File: config.mk
export PLATFORM = sky130hd
export DESIGN_NAME = axis_to_key_tap_converter_unit
export DESIGN_NICKNAME = d
export VERILOG_FILES = /design/src/design/atktc_pkg.sv /design/src/design/atktc_queue.sv /design/src/design/atktc_front.sv /design/src/design/atktc_back.sv /design/src/design/axis_to_key_tap_converter_unit.sv
export VERILOG_INCLUDE_DIRS = /design/src /design/src/design
export SDC_FILE = /design/constraint.sdc
export NUM_CORES = 1
export LEC_CHECK = 0
export ABC_AREA = 1
export BUFFER_PORTS_ARGS = -buffer_cell sky130_fd_sc_hd__buf_2
export CAP_MARGIN = 15
export CORE_UTILIZATION = 65
export CTS_CLUSTER_SIZE = 20
export DETAILED_ROUTE_END_ITERATION = 10
export PLACE_DENSITY = 0.86
export SLEW_MARGIN = 20
export SYNTH_ARGS = -nofsm -noshare
export SYNTH_HDL_FRONTEND = slang
export SYNTH_SLANG_ARGS = --single-unit
File: constraint.sdc
create_clock -name clk -period 17.9 [get_ports clk]
set_clock_uncertainty 0.15 [all_clocks]
set_input_delay 1.79 -clock clk [delete_from_list [all_inputs] [get_ports clk]]
set_output_delay 1.79 -clock clk [all_outputs]
set_load 0.02 [all_outputs]
File: src/design/axis_to_key_tap_converter_unit_defines.svh
// ----------------------------------------------------------------------------
// Assertion macros for the axis to key tap converter
// Shared checks, clocked on clk and held off while rst_n is low.
// ----------------------------------------------------------------------------
`ifndef AXIS_TO_KEY_TAP_CONVERTER_UNIT_DEFINES_SVH
`define AXIS_TO_KEY_TAP_CONVERTER_UNIT_DEFINES_SVH

// Same-cycle implication
`define ATKTC_ASSERT_NOW(label, ante, cons, msg) \
  label: assert property (@(posedge clk) disable iff (!rst_n) (ante) |-> (cons)) \
    else $error(msg);

// Next-cycle implication
`define ATKTC_ASSERT_NEXT(label, ante, cons, msg) \
  label: assert property (@(posedge clk) disable iff (!rst_n) (ante) |=> (cons)) \
    else $error(msg);

`endif

File: src/design/atktc_pkg.sv
`timescale 1ns / 1ps
// ----------------------------------------------------------------------------
// atktc_pkg
// Types, codes and defaults shared by the axis to key tap converter.
// ----------------------------------------------------------------------------
package atktc_pkg;

  // Default sizing
  localparam int CONSUME_SLOTS_DEF = 4;
  localparam int QUEUE_DEPTH_DEF   = 2;

  // Configuration port
  localparam int CFG_IDX_W  = 3;
  localparam int CFG_DATA_W = 64;

  // Key bindings
  localparam logic NEG_KEY_SEL = 1'b0;
  localparam logic POS_KEY_SEL = 1'b1;

  // Input beat kinds
  localparam logic ACTION_EVENT = 1'b0;
  localparam logic ACTION_TICK  = 1'b1;

  // Configuration register indexes
  typedef enum logic [CFG_IDX_W-1:0] {
    CFG_MATCH_TYPE    = 3'd0,
    CFG_AXIS_CODE     = 3'd1,
    CFG_THRESHOLD     = 3'd2,
    CFG_TAP_TICKS     = 3'd3,
    CFG_MIN_INTERVAL  = 3'd4,
    CFG_CONSUME_LIST  = 3'd5,
    CFG_CONSUME_COUNT = 3'd6
  } cfg_reg_t;

  // Key action codes on the result channel
  typedef enum logic [1:0] {
    KEY_NONE    = 2'd0,
    KEY_PRESS   = 2'd1,
    KEY_RELEASE = 2'd2
  } key_action_t;

  // Register reset values
  localparam logic [7:0]  MATCH_TYPE_RST    = 8'd2;
  localparam logic [15:0] AXIS_CODE_RST     = 16'd0;
  localparam logic [14:0] THRESHOLD_RST     = 15'd100;
  localparam logic [15:0] TAP_TICKS_RST     = 16'd10;
  localparam logic [15:0] MIN_INTERVAL_RST  = 16'd50;
  localparam logic [63:0] CONSUME_LIST_RST  = 64'd0;
  localparam logic [2:0]  CONSUME_COUNT_RST = 3'd1;

  // Classified beat handed from front to back
  typedef struct packed {
    logic               is_tick;
    logic               consumed;
    logic               is_axis;
    logic signed [15:0] value;
  } item_t;

  // Queue status seen by both sides
  typedef struct packed {
    logic full;
    logic empty;
  } q_status_t;

endpackage

File: src/design/atktc_queue.sv
`timescale 1ns / 1ps
// ----------------------------------------------------------------------------
// atktc_queue
// Short FIFO of classified beats between the front and the back.
// ----------------------------------------------------------------------------
module atktc_queue #(
  parameter int DEPTH = atktc_pkg::QUEUE_DEPTH_DEF
) (
  input  logic                  clk,
  input  logic                  rst_n,
  input  logic                  push,
  input  atktc_pkg::item_t      push_item,
  input  logic                  pop,
  output atktc_pkg::item_t      head_item,
  output atktc_pkg::q_status_t  status
);

  localparam int PTR_W = (DEPTH > 1) ? $clog2(DEPTH) : 1;
  localparam int CNT_W = $clog2(DEPTH + 1);
  localparam logic [PTR_W-1:0] LAST_PTR = PTR_W'(DEPTH - 1);
  localparam logic [CNT_W-1:0] FULL_CNT = CNT_W'(DEPTH);

  atktc_pkg::item_t slot_r [DEPTH];
  logic [PTR_W-1:0] wr_ptr_r, wr_ptr_nxt;
  logic [PTR_W-1:0] rd_ptr_r, rd_ptr_nxt;
  logic [CNT_W-1:0] count_r, count_nxt;

  // Pointer and fill count update
  always_comb begin
    wr_ptr_nxt = wr_ptr_r;
    rd_ptr_nxt = rd_ptr_r;
    count_nxt  = count_r;
    if (push) begin
      wr_ptr_nxt = (wr_ptr_r == LAST_PTR) ? '0 : wr_ptr_r + PTR_W'(1);
    end
    if (pop) begin
      rd_ptr_nxt = (rd_ptr_r == LAST_PTR) ? '0 : rd_ptr_r + PTR_W'(1);
    end
    case ({push, pop})
      2'b10:   count_nxt = count_r + CNT_W'(1);
      2'b01:   count_nxt = count_r - CNT_W'(1);
      default: count_nxt = count_r;
    endcase
  end

  always_ff @(posedge clk) begin
    if (!rst_n) begin
      wr_ptr_r <= '0;
      rd_ptr_r <= '0;
      count_r  <= '0;
    end else begin
      wr_ptr_r <= wr_ptr_nxt;
      rd_ptr_r <= rd_ptr_nxt;
      count_r  <= count_nxt;
    end
  end

  // Entry storage, no reset needed
  always_ff @(posedge clk) begin
    if (push) begin
      slot_r[wr_ptr_r] <= push_item;
    end
  end

  assign head_item    = slot_r[rd_ptr_r];
  assign status.full  = (count_r == FULL_CNT);
  assign status.empty = (count_r == '0);

endmodule

File: src/design/atktc_front.sv
`timescale 1ns / 1ps
// ----------------------------------------------------------------------------
// atktc_front
// Accepts input beats and classifies events against type and consume list.
// ----------------------------------------------------------------------------
module atktc_front #(
  parameter int CONSUME_SLOTS = atktc_pkg::CONSUME_SLOTS_DEF
) (
  input  logic                  in_valid,
  output logic                  in_stall,
  input  logic                  in_action,
  input  logic [7:0]            in_event_type,
  input  logic [15:0]           in_event_code,
  input  logic signed [15:0]    in_event_value,
  input  logic [7:0]            match_type,
  input  logic [15:0]           axis_code,
  input  logic [63:0]           consume_list,
  input  logic [2:0]            consume_count,
  input  atktc_pkg::q_status_t  q_status,
  output logic                  push,
  output atktc_pkg::item_t      push_item
);

  logic listed;

  // Code lookup over the enabled consume slots
  always_comb begin
    listed = 1'b0;
    for (int i = 0; i < CONSUME_SLOTS; i++) begin
      if ((3'(i) < consume_count) && (consume_list[16*i +: 16] == in_event_code)) begin
        listed = 1'b1;
      end
    end
  end

  // Classification of the beat
  always_comb begin
    push_item.is_tick  = (in_action == atktc_pkg::ACTION_TICK);
    push_item.consumed = (in_action == atktc_pkg::ACTION_EVENT) &&
                         (in_event_type == match_type) && listed;
    push_item.is_axis  = (in_event_code == axis_code);
    push_item.value    = in_event_value;
  end

  assign in_stall = q_status.full;
  assign push     = in_valid && !q_status.full;

endmodule

File: src/design/atktc_back.sv
`timescale 1ns / 1ps
// ----------------------------------------------------------------------------
// atktc_back
// Runs the tap state: remainder clamp, press, release timing, result register.
// ----------------------------------------------------------------------------
module atktc_back (
  input  logic                  clk,
  input  logic                  rst_n,
  input  logic [14:0]           threshold,
  input  logic [15:0]           tap_ticks,
  input  logic [15:0]           min_interval_ticks,
  input  atktc_pkg::item_t      head_item,
  input  atktc_pkg::q_status_t  q_status,
  output logic                  pop,
  output logic                  out_valid,
  input  logic                  out_stall,
  output logic                  out_verdict,
  output logic signed [15:0]    out_value_out,
  output logic [1:0]            out_key_action,
  output logic                  out_key_select,
  output logic                  out_busy_flag
);

  // Tap state
  logic signed [15:0] remainder_r, remainder_nxt;
  logic               tap_busy_r, tap_busy_nxt;
  logic [15:0]        tick_count_r, tick_count_nxt;
  logic               held_key_r, held_key_nxt;
  logic               key_down_r, key_down_nxt;

  // Result register
  logic                   out_valid_r, out_valid_nxt;
  logic                   verdict_r, verdict_nxt;
  logic signed [15:0]     value_r, value_nxt;
  atktc_pkg::key_action_t action_r, action_nxt;
  logic                   select_r, select_nxt;
  logic                   busy_flag_r;

  // Datapath terms
  logic signed [16:0] sum, thr_pos, thr_neg, clamped;
  logic               hit_neg, hit_pos;
  logic [15:0]        tick_inc, end_ticks;
  logic               release_now, down_after;

  // Pop when the result register is free or being drained this cycle
  assign pop = !q_status.empty && (!out_valid_r || !out_stall);

  // Clamped accumulate
  assign thr_pos = signed'({2'b00, threshold});
  assign thr_neg = -thr_pos;
  assign sum     = {remainder_r[15], remainder_r} + {head_item.value[15], head_item.value};
  always_comb begin
    if (sum < thr_neg) begin
      clamped = thr_neg;
    end else if (sum > thr_pos) begin
      clamped = thr_pos;
    end else begin
      clamped = sum;
    end
  end
  assign hit_neg = (clamped <= thr_neg);
  assign hit_pos = (clamped >= thr_pos);

  // Tick timing, counter saturates
  assign tick_inc    = (tick_count_r == 16'hFFFF) ? tick_count_r : tick_count_r + 16'd1;
  assign end_ticks   = (tap_ticks > min_interval_ticks) ? tap_ticks : min_interval_ticks;
  assign release_now = key_down_r && (tick_inc >= tap_ticks);
  assign down_after  = key_down_r && !release_now;

  // Per-beat state update and result
  always_comb begin
    remainder_nxt  = remainder_r;
    tap_busy_nxt   = tap_busy_r;
    tick_count_nxt = tick_count_r;
    held_key_nxt   = held_key_r;
    key_down_nxt   = key_down_r;
    verdict_nxt    = 1'b0;
    value_nxt      = '0;
    action_nxt     = atktc_pkg::KEY_NONE;
    select_nxt     = atktc_pkg::NEG_KEY_SEL;
    if (head_item.is_tick) begin
      if (tap_busy_r) begin
        tick_count_nxt = tick_inc;
        key_down_nxt   = down_after;
        if (release_now) begin
          action_nxt = atktc_pkg::KEY_RELEASE;
          select_nxt = held_key_r;
        end
        if (!down_after && (tick_inc >= end_ticks)) begin
          tap_busy_nxt = 1'b0;
        end
      end
    end else if (!head_item.consumed) begin
      value_nxt = head_item.value;
    end else begin
      verdict_nxt = 1'b1;
      if (head_item.is_axis) begin
        remainder_nxt = clamped[15:0];
        if (hit_neg || hit_pos) begin
          remainder_nxt = '0;
          if (!tap_busy_r) begin
            tap_busy_nxt   = 1'b1;
            key_down_nxt   = 1'b1;
            tick_count_nxt = '0;
            held_key_nxt   = hit_neg ? atktc_pkg::NEG_KEY_SEL
                                     : atktc_pkg::POS_KEY_SEL;
            action_nxt     = atktc_pkg::KEY_PRESS;
            select_nxt     = held_key_nxt;
          end
        end
      end
    end
  end

  assign out_valid_nxt = pop || (out_valid_r && out_stall);

  always_ff @(posedge clk) begin
    if (!rst_n) begin
      remainder_r  <= '0;
      tap_busy_r   <= 1'b0;
      tick_count_r <= '0;
      held_key_r   <= atktc_pkg::NEG_KEY_SEL;
      key_down_r   <= 1'b0;
      out_valid_r  <= 1'b0;
    end else begin
      out_valid_r <= out_valid_nxt;
      if (pop) begin
        remainder_r  <= remainder_nxt;
        tap_busy_r   <= tap_busy_nxt;
        tick_count_r <= tick_count_nxt;
        held_key_r   <= held_key_nxt;
        key_down_r   <= key_down_nxt;
      end
    end
  end

  // Result payload, loaded on pop
  always_ff @(posedge clk) begin
    if (pop) begin
      verdict_r   <= verdict_nxt;
      value_r     <= value_nxt;
      action_r    <= action_nxt;
      select_r    <= select_nxt;
      busy_flag_r <= tap_busy_nxt;
    end
  end

  assign out_valid      = out_valid_r;
  assign out_verdict    = verdict_r;
  assign out_value_out  = value_r;
  assign out_key_action = action_r;
  assign out_key_select = select_r;
  assign out_busy_flag  = busy_flag_r;

endmodule

File: src/design/axis_to_key_tap_converter_unit.sv
`timescale 1ns / 1ps
// ----------------------------------------------------------------------------
// axis_to_key_tap_converter_unit
// Turns relative axis motion beats into key press and release taps.
// ----------------------------------------------------------------------------
//  channel | direction | handshake            | payload
//  in_     | input     | in_valid / in_stall  | action, event_type/code/value
//  out_    | output    | out_valid / out_stall| verdict, value_out, key_*, busy
//  cfg_    | input     | cfg_wr_en            | cfg_index, cfg_wdata
//
//  One beat per cycle sustained while out_stall is low; a beat is held in the queue
//  and then in the result register before its result shows on the out_ channel.
//  The back-end tap update (clamped add plus tick compare) sets the cycle.
//  Reset is synchronous: registers return to defaults, tap state clears.
//  out_stall holds the result register; the queue absorbs QUEUE_DEPTH beats
//  before in_stall rises.
// ----------------------------------------------------------------------------
`include "axis_to_key_tap_converter_unit_defines.svh"

module axis_to_key_tap_converter_unit #(
  parameter int CONSUME_SLOTS = atktc_pkg::CONSUME_SLOTS_DEF,
  parameter int QUEUE_DEPTH   = atktc_pkg::QUEUE_DEPTH_DEF
) (
  input  logic                              clk,
  input  logic                              rst_n,
  // input channel
  input  logic                              in_valid,
  output logic                              in_stall,
  input  logic                              in_action,
  input  logic [7:0]                        in_event_type,
  input  logic [15:0]                       in_event_code,
  input  logic signed [15:0]                in_event_value,
  // result channel
  output logic                              out_valid,
  input  logic                              out_stall,
  output logic                              out_verdict,
  output logic signed [15:0]                out_value_out,
  output logic [1:0]                        out_key_action,
  output logic                              out_key_select,
  output logic                              out_busy_flag,
  // configuration
  input  logic                              cfg_wr_en,
  input  logic [atktc_pkg::CFG_IDX_W-1:0]   cfg_index,
  input  logic [atktc_pkg::CFG_DATA_W-1:0]  cfg_wdata
);

  // Configuration registers
  logic [7:0]  match_type_r;
  logic [15:0] axis_code_r;
  logic [14:0] threshold_r;
  logic [15:0] tap_ticks_r;
  logic [15:0] min_interval_r;
  logic [63:0] consume_list_r;
  logic [2:0]  consume_count_r;

  always_ff @(posedge clk) begin
    if (!rst_n) begin
      match_type_r    <= atktc_pkg::MATCH_TYPE_RST;
      axis_code_r     <= atktc_pkg::AXIS_CODE_RST;
      threshold_r     <= atktc_pkg::THRESHOLD_RST;
      tap_ticks_r     <= atktc_pkg::TAP_TICKS_RST;
      min_interval_r  <= atktc_pkg::MIN_INTERVAL_RST;
      consume_list_r  <= atktc_pkg::CONSUME_LIST_RST;
      consume_count_r <= atktc_pkg::CONSUME_COUNT_RST;
    end else if (cfg_wr_en) begin
      case (cfg_index)
        atktc_pkg::CFG_MATCH_TYPE:    match_type_r    <= cfg_wdata[7:0];
        atktc_pkg::CFG_AXIS_CODE:     axis_code_r     <= cfg_wdata[15:0];
        atktc_pkg::CFG_THRESHOLD:     threshold_r     <= cfg_wdata[14:0];
        atktc_pkg::CFG_TAP_TICKS:     tap_ticks_r     <= cfg_wdata[15:0];
        atktc_pkg::CFG_MIN_INTERVAL:  min_interval_r  <= cfg_wdata[15:0];
        atktc_pkg::CFG_CONSUME_LIST:  consume_list_r  <= cfg_wdata[63:0];
        atktc_pkg::CFG_CONSUME_COUNT: consume_count_r <= cfg_wdata[2:0];
        default: ;
      endcase
    end
  end

  // Front, queue, back
  atktc_pkg::item_t     push_item;
  atktc_pkg::item_t     head_item;
  atktc_pkg::q_status_t q_status;
  logic                 push;
  logic                 pop;

  atktc_front #(
    .CONSUME_SLOTS (CONSUME_SLOTS)
  ) u_front (
    .in_valid       (in_valid),
    .in_stall       (in_stall),
    .in_action      (in_action),
    .in_event_type  (in_event_type),
    .in_event_code  (in_event_code),
    .in_event_value (in_event_value),
    .match_type     (match_type_r),
    .axis_code      (axis_code_r),
    .consume_list   (consume_list_r),
    .consume_count  (consume_count_r),
    .q_status       (q_status),
    .push           (push),
    .push_item      (push_item)
  );

  atktc_queue #(
    .DEPTH (QUEUE_DEPTH)
  ) u_queue (
    .clk       (clk),
    .rst_n     (rst_n),
    .push      (push),
    .push_item (push_item),
    .pop       (pop),
    .head_item (head_item),
    .status    (q_status)
  );

  atktc_back u_back (
    .clk                (clk),
    .rst_n              (rst_n),
    .threshold          (threshold_r),
    .tap_ticks          (tap_ticks_r),
    .min_interval_ticks (min_interval_r),
    .head_item          (head_item),
    .q_status           (q_status),
    .pop                (pop),
    .out_valid          (out_valid),
    .out_stall          (out_stall),
    .out_verdict        (out_verdict),
    .out_value_out      (out_value_out),
    .out_key_action     (out_key_action),
    .out_key_select     (out_key_select),
    .out_busy_flag      (out_busy_flag)
  );

  // Checks
  `ATKTC_ASSERT_NOW(a_press_busy, out_valid && (out_key_action == atktc_pkg::KEY_PRESS), out_busy_flag, "press without busy")
  `ATKTC_ASSERT_NOW(a_consumed_zero, out_valid && out_verdict, out_value_out == 16'sd0, "consumed beat with nonzero value")
  `ATKTC_ASSERT_NOW(a_release_pass, out_valid && (out_key_action == atktc_pkg::KEY_RELEASE), !out_verdict && (out_value_out == 16'sd0), "release on a non-tick result")
  `ATKTC_ASSERT_NEXT(a_pop_loads, pop, out_valid, "popped beat not in result register")

endmodule
# Word level (Yosys, flattened, before mapping)
# Memory sizes are Yosys's and may differ from the RTL's. A register that Yosys moved wholly into a read port is not among the register bits.
# Cells that the tools add are included.
# totals
mem_bits_rw	38
out_inout_bits	23
wordCells	149
memories	1
ff_bits	199
inputBits	113
# op_classes
n_addsub	7
mux	50
n_lt_le_gt_ge	11
n_reduce_logical	38
n_eq_ne	18
bitwise_logic	3
# memory_table
name	depth	width	rd	rd_clocked_by_memory_dff	wr	line	source
u_queue.slot_r	2	19	1	1	1	atktc_queue.sv:23	atktc_pkg::item_t slot_r [DEPTH];
# op_table
cell	count
2-to-1 mux 16 bit	9
== test 16 bit	5
2-to-1 mux 17 bit	2
greater-or-equal comparator 16 bit	2
2-to-1 mux 1 bit	32
adder 16 x 16 -> 17 bit	1
greater-or-equal comparator 17 x 16 -> 1 bit	1
greater-than comparator 17 x 16 -> 1 bit	1
less-or-equal comparator 17 bit	1
< comparator 17 bit	1
negation 15 -> 17 bit	1
adder 16 x 1 -> 16 bit (second input constant)	1
== test 16 bit (second input constant)	1
greater-than comparator 16 bit	1
AND reduction 2 bit	7
logical AND 1 bit	12
2-to-1 mux 2 bit	6
AND reduction 6 bit	2
== test 3 bit (second input constant)	3
== test 8 bit	1
nonzero test 2 bit	4
== test 3 x 2 -> 1 bit (second input constant)	2
logical NOT 1 bit	6
< comparator 1 x 3 -> 1 bit (first input constant)	2
16 further kinds	23

# Logic depth before layout (Yosys ltp)
# logic_depth
word_depth	11
depth_mapped	46
depth_no_buf	44

# Modules after synthesis
# A second synthesis with hierarchy kept.
# unflattened
hier_cells	2345
area_unflattened_um2	15916.5
# by_module_without_submodules
module	cells_each	area_each_um2	instances	seq_area_each_um2
atktc_back	1105	7134.3	1	1351.3
axis_to_key_tap_converter_unit	821	5576.6	1	2762.6
atktc_queue	94	1650.3	1	1241.2
atktc_front	325	1555.2	1	0.0

# Worst setup path after synthesis
# Ideal clock, no wire load.
# synth_timing
path_type	register to register
start	reg with a tool-made name
end	reg u_back.tick_count_r[0]
t_required_ns	17.679
setup_time_ns	0.071
n_path_buf	4
path_slack_ns	12.206
synth_period_minus_slack_ns	5.694
t_arrival_ns	5.473
path_stages_with_launch	40
path_cell_list	dfxtp_1 buf_2 clkbuf_1 nand2_1 o21ai_0 inv_1 ha_1 fa_1 nand2_1 nand2_1 nand3_1 nand2_2 a21oi_1 o21bai_1 xor2_1 ha_1 nand2_1 nor2_1 [4 not listed] inv_1 clkbuf_1 nand2_1 nand2_1 inv_2 ha_1 a21oi_1 nor2_1 a211oi_1 nand2_1 nand2_1 nand3_1 o21ai_1 nand3_2 nand2_4 buf_8 nand2_2 a21oi_2
# synth_rtl
item	line	source
to (signal assigned)	atktc_back.sv:130	tick_count_r <= tick_count_nxt;
to (decl)	atktc_back.sv:27	logic [15:0] tick_count_r, tick_count_nxt;

==> results.json <==
{
  "rows": 53,
  "tightestPinTransition_ns": 0.897,
  "synth_edf_count": 59,
  "status": "finished, final reports clean",
  "crit_arrival_ns": 7.25,
  "vdd_ir_drop_max_mv": 0.0872,
  "ys.warnings.count": 0,
  "ctsResizeCount": 0,
  "grt_use_met2_pct": 57.4,
  "grt_pass1_wl_um": 61900,
  "fin_crit_ns": 6.95,
  "drive_above_1_share_pct": 13.0,
  "cts_hold_buf": 0,
  "leakage_nw": 7.39,
  "ys_ff_latch": 238,
  "grt_use_met1_pct": 46.0,
  "hold_violations": 0,
  "crit_buf_inv": 2,
  "die_area_mm2": 0.0226,
  "power_mw": 1.94,
  "clockBufferDepth": 3,
  "port-buffer-count": 135,
  "drt-initial-drc-count": 1179,
  "ioPinCount": 136,
  "combPwrFrac_pct": 38.8,
  "htreeDepth": 1,
  "relSlewSlack_pct": 40.0,
  "yosys.cell_types.count": 56,
  "insertion_delay_ns": 0.53,
  "startpoint_type": "flop",
  "seqPwrFrac_pct": 34.0,
  "wire_per_inst_um": 17.2,
  "min_path_type": "reg -> reg",
  "final_cell_mix": "nand2_1, nor2_1, inv_1",
  "ys_seq_area_share_pct": 37.4,
  "final_common_cell": "nand2_1",
  "grt_max_degree": 107,
  "fin_nets": 2254,
  "hpwlAfterDp_um": 29000,
  "power_density_mw_per_mm2": 121,
  "crit_family": "simple AND/OR/NAND/NOR gates",
  "setup-tns-final_ns": 0,
  "root_buffer": "clkbuf_16",
  "async_flop_share_pct": 0,
  "cts_tree": "done",
  "grt_overflow": 0,
  "gp_congestion": 0.977,
  "fin_ws_ns": 10.95,
  "cp_max_fo": 36,
  "syn-mean-instance-area_um2": 7.53,
  "viasPerCell": 5.87,
  "die_w_um": 150,
  "syn-num-nets": 2144,
  "netlist_instances": 1900,
  "ant_nets": 0,
  "grt.met3_usage_pct": 3.82,
  "dp_slack_ns": 10.77,
  "fmax_ghz": 0.144,
  "grt.total_usage_pct": 34.8,
  "max_stage_delay_ns": 0.72,
  "crit_slowest_cell": "dfxtp_2",
  "numCtsBuffers": 25,
  "diodes": 0,
  "required_ns": 18.20,
  "first_pass_iters": 6,
  "cap_viol_max_count": 0,
  "swShare_pct": 39.6,
  "maxSlewViolCount": 0,
  "grt.busiest_layer": "met2",
  "fin_crit_sh_pct": 38.8,
  "wl_um": 39500,
  "design.core.area_mm2": 0.0213,
  "start_util_pct": 67.3,
  "finalSetupViolCount": 0,
  "internal-power_mw": 1.17,
  "antenna_found_initial": 0,
  "crit_path_end_kind": "flop",
  "cts_setup_buffers": 0,
  "grt_pass1_vias": 12500,
  "worstSetupPathType": "reg -> reg",
  "timing.critical_path.mode_cell": "nand2_1",
  "clock-sinks": 238,
  "cts.reportedPaths.clkPinSlew_ns": 0.06,
  "switching_power_uw": 769,
  "rsz0062_at_grt": "no",
  "drcViolationCount": 0,
  "synth_ff_type": "dfxtp_1",
  "die_y_um": 150,
  "synthesis.area_mm2": 0.0143,
  "vias": 13500,
  "syn_to_final_growth_pct": 11.7,
  "pwr-share-clk_pct": 27.2
}
==> synth_stat cells (3+ instances only) <==
master	number	area share (%)
nand2_1	337	8.8
nor2_1	257	6.7
inv_1	203	5.3
o21ai_0	196	6.9
dfxtp_1	179	25
a21oi_1	131	4.6
ha_1	130	11
edfxtp_1	59	12
nand3_1	54	1.9
clkbuf_1	50	1.3
nand4_1	40	1.7
xnor2_1	40	2.4
xor2_1	34	2.1
nor3_1	21	0.73
a21oi_2	18	1.1
nand2_2	17	0.74
or2_2	15	0.66
inv_2	14	0.37
nor4_1	10	0.44
o211ai_1	10	0.52
a31oi_1	9	0.39
o22ai_1	9	0.39
a221oi_1	5	0.31
a211oi_1	4	0.21
a22o_1	4	0.24
buf_2	4	0.14
nand2_4	4	0.31
o2111ai_1	4	0.24
clkinv_1	3	0.079
nand3_2	3	0.21
o21a_1	3	0.16
==> worst reg2reg max path: cells and delay by family (launching register included) <==
kind            cells  cell delay (ns)
compound gates      6             1.26
xor+xnor            1             0.19
fa+ha+maj           4             1.25
buf+inv             2             0.15
flops               1             0.72
simple gates       21             3.15
==> path summary, 6_finish.rpt <==
kind                            slack [ns]                endpoint  cells past startpoint              from
worst max-delay path                 10.95  u_back.tick_count_r[7]                     34              flop
worst min-delay path                  0.31                    flop                      1  u_queue.rd_ptr_r
worst max register to register       10.95  u_back.tick_count_r[7]                     34              flop
worst min register to register        0.31                    flop                      1  u_queue.rd_ptr_r
==> metal layers <==
metal	part of all wire, %	up-vias
met1	41	6207
li1	-	6562
met3	8.2	113
met5	0	-
met4	4.2	0
met2	46	637
==> logic make-up after synthesis <==
logic type                 synth area share, %
xor gates and xnor gates                  4.53
adders and majority gates                 11.5
AOI/OAI and AO/OA                         15.7
buffers and inverters                     7.51
DFF                                       37.4
and+or+nand+nor                           23.2
muxes                                    0.140
==> cell type report <==
class | instances | area [µm²]
multi-input combinational | 1383 | 7900
sequential | 238 | 5360
clock buffer | 30 | 664
fill | 1598 | 5300
clock inverter | 14 | 164
timing repair buffer | 142 | 731
tap | 275 | 344
inverter | 220 | 827
==> power groups by stage <==
stage	clock, mW	sequential (mW)	combinational, mW
floorplan	0	0.686	0.509
global placement	0	0.667	0.714
detailed placement	0	0.669	0.733
CTS	0.532	0.658	0.741
global route	0.555	0.665	0.841
finish	0.528	0.659	0.752
==> flip-flops by register name, indices dropped and copies added, names as in the netlist, 2 cells and up, named ones only <==
signal and count:
u_back.remainder_r 16, u_queue.slot_r 38, u_back.tick_count_r 16, match_type_r 8, axis_code_r 16, u_back.out_key_action 2, tap_ticks_r 16, consume_count_r 3
min_interval_r 16, consume_list_r 64, u_queue.count_r 2, u_back.out_value_out 16, threshold_r 15
==> through the flow <==
step	hold slack [ns]	instance area, µm²	util (%)	instances
after floorplan	0.276	14300	-	1900
after global placement	0.288	15100	71.2	2258
after detailed placement	0.308	15100	71.2	2258
after CTS	0.317	16000	75.1	2302
after global routing	0.340	16000	75.1	2302
final	0.313	16000	75.1	2302
Note: power is estimated with default switching activity, not from simulation.
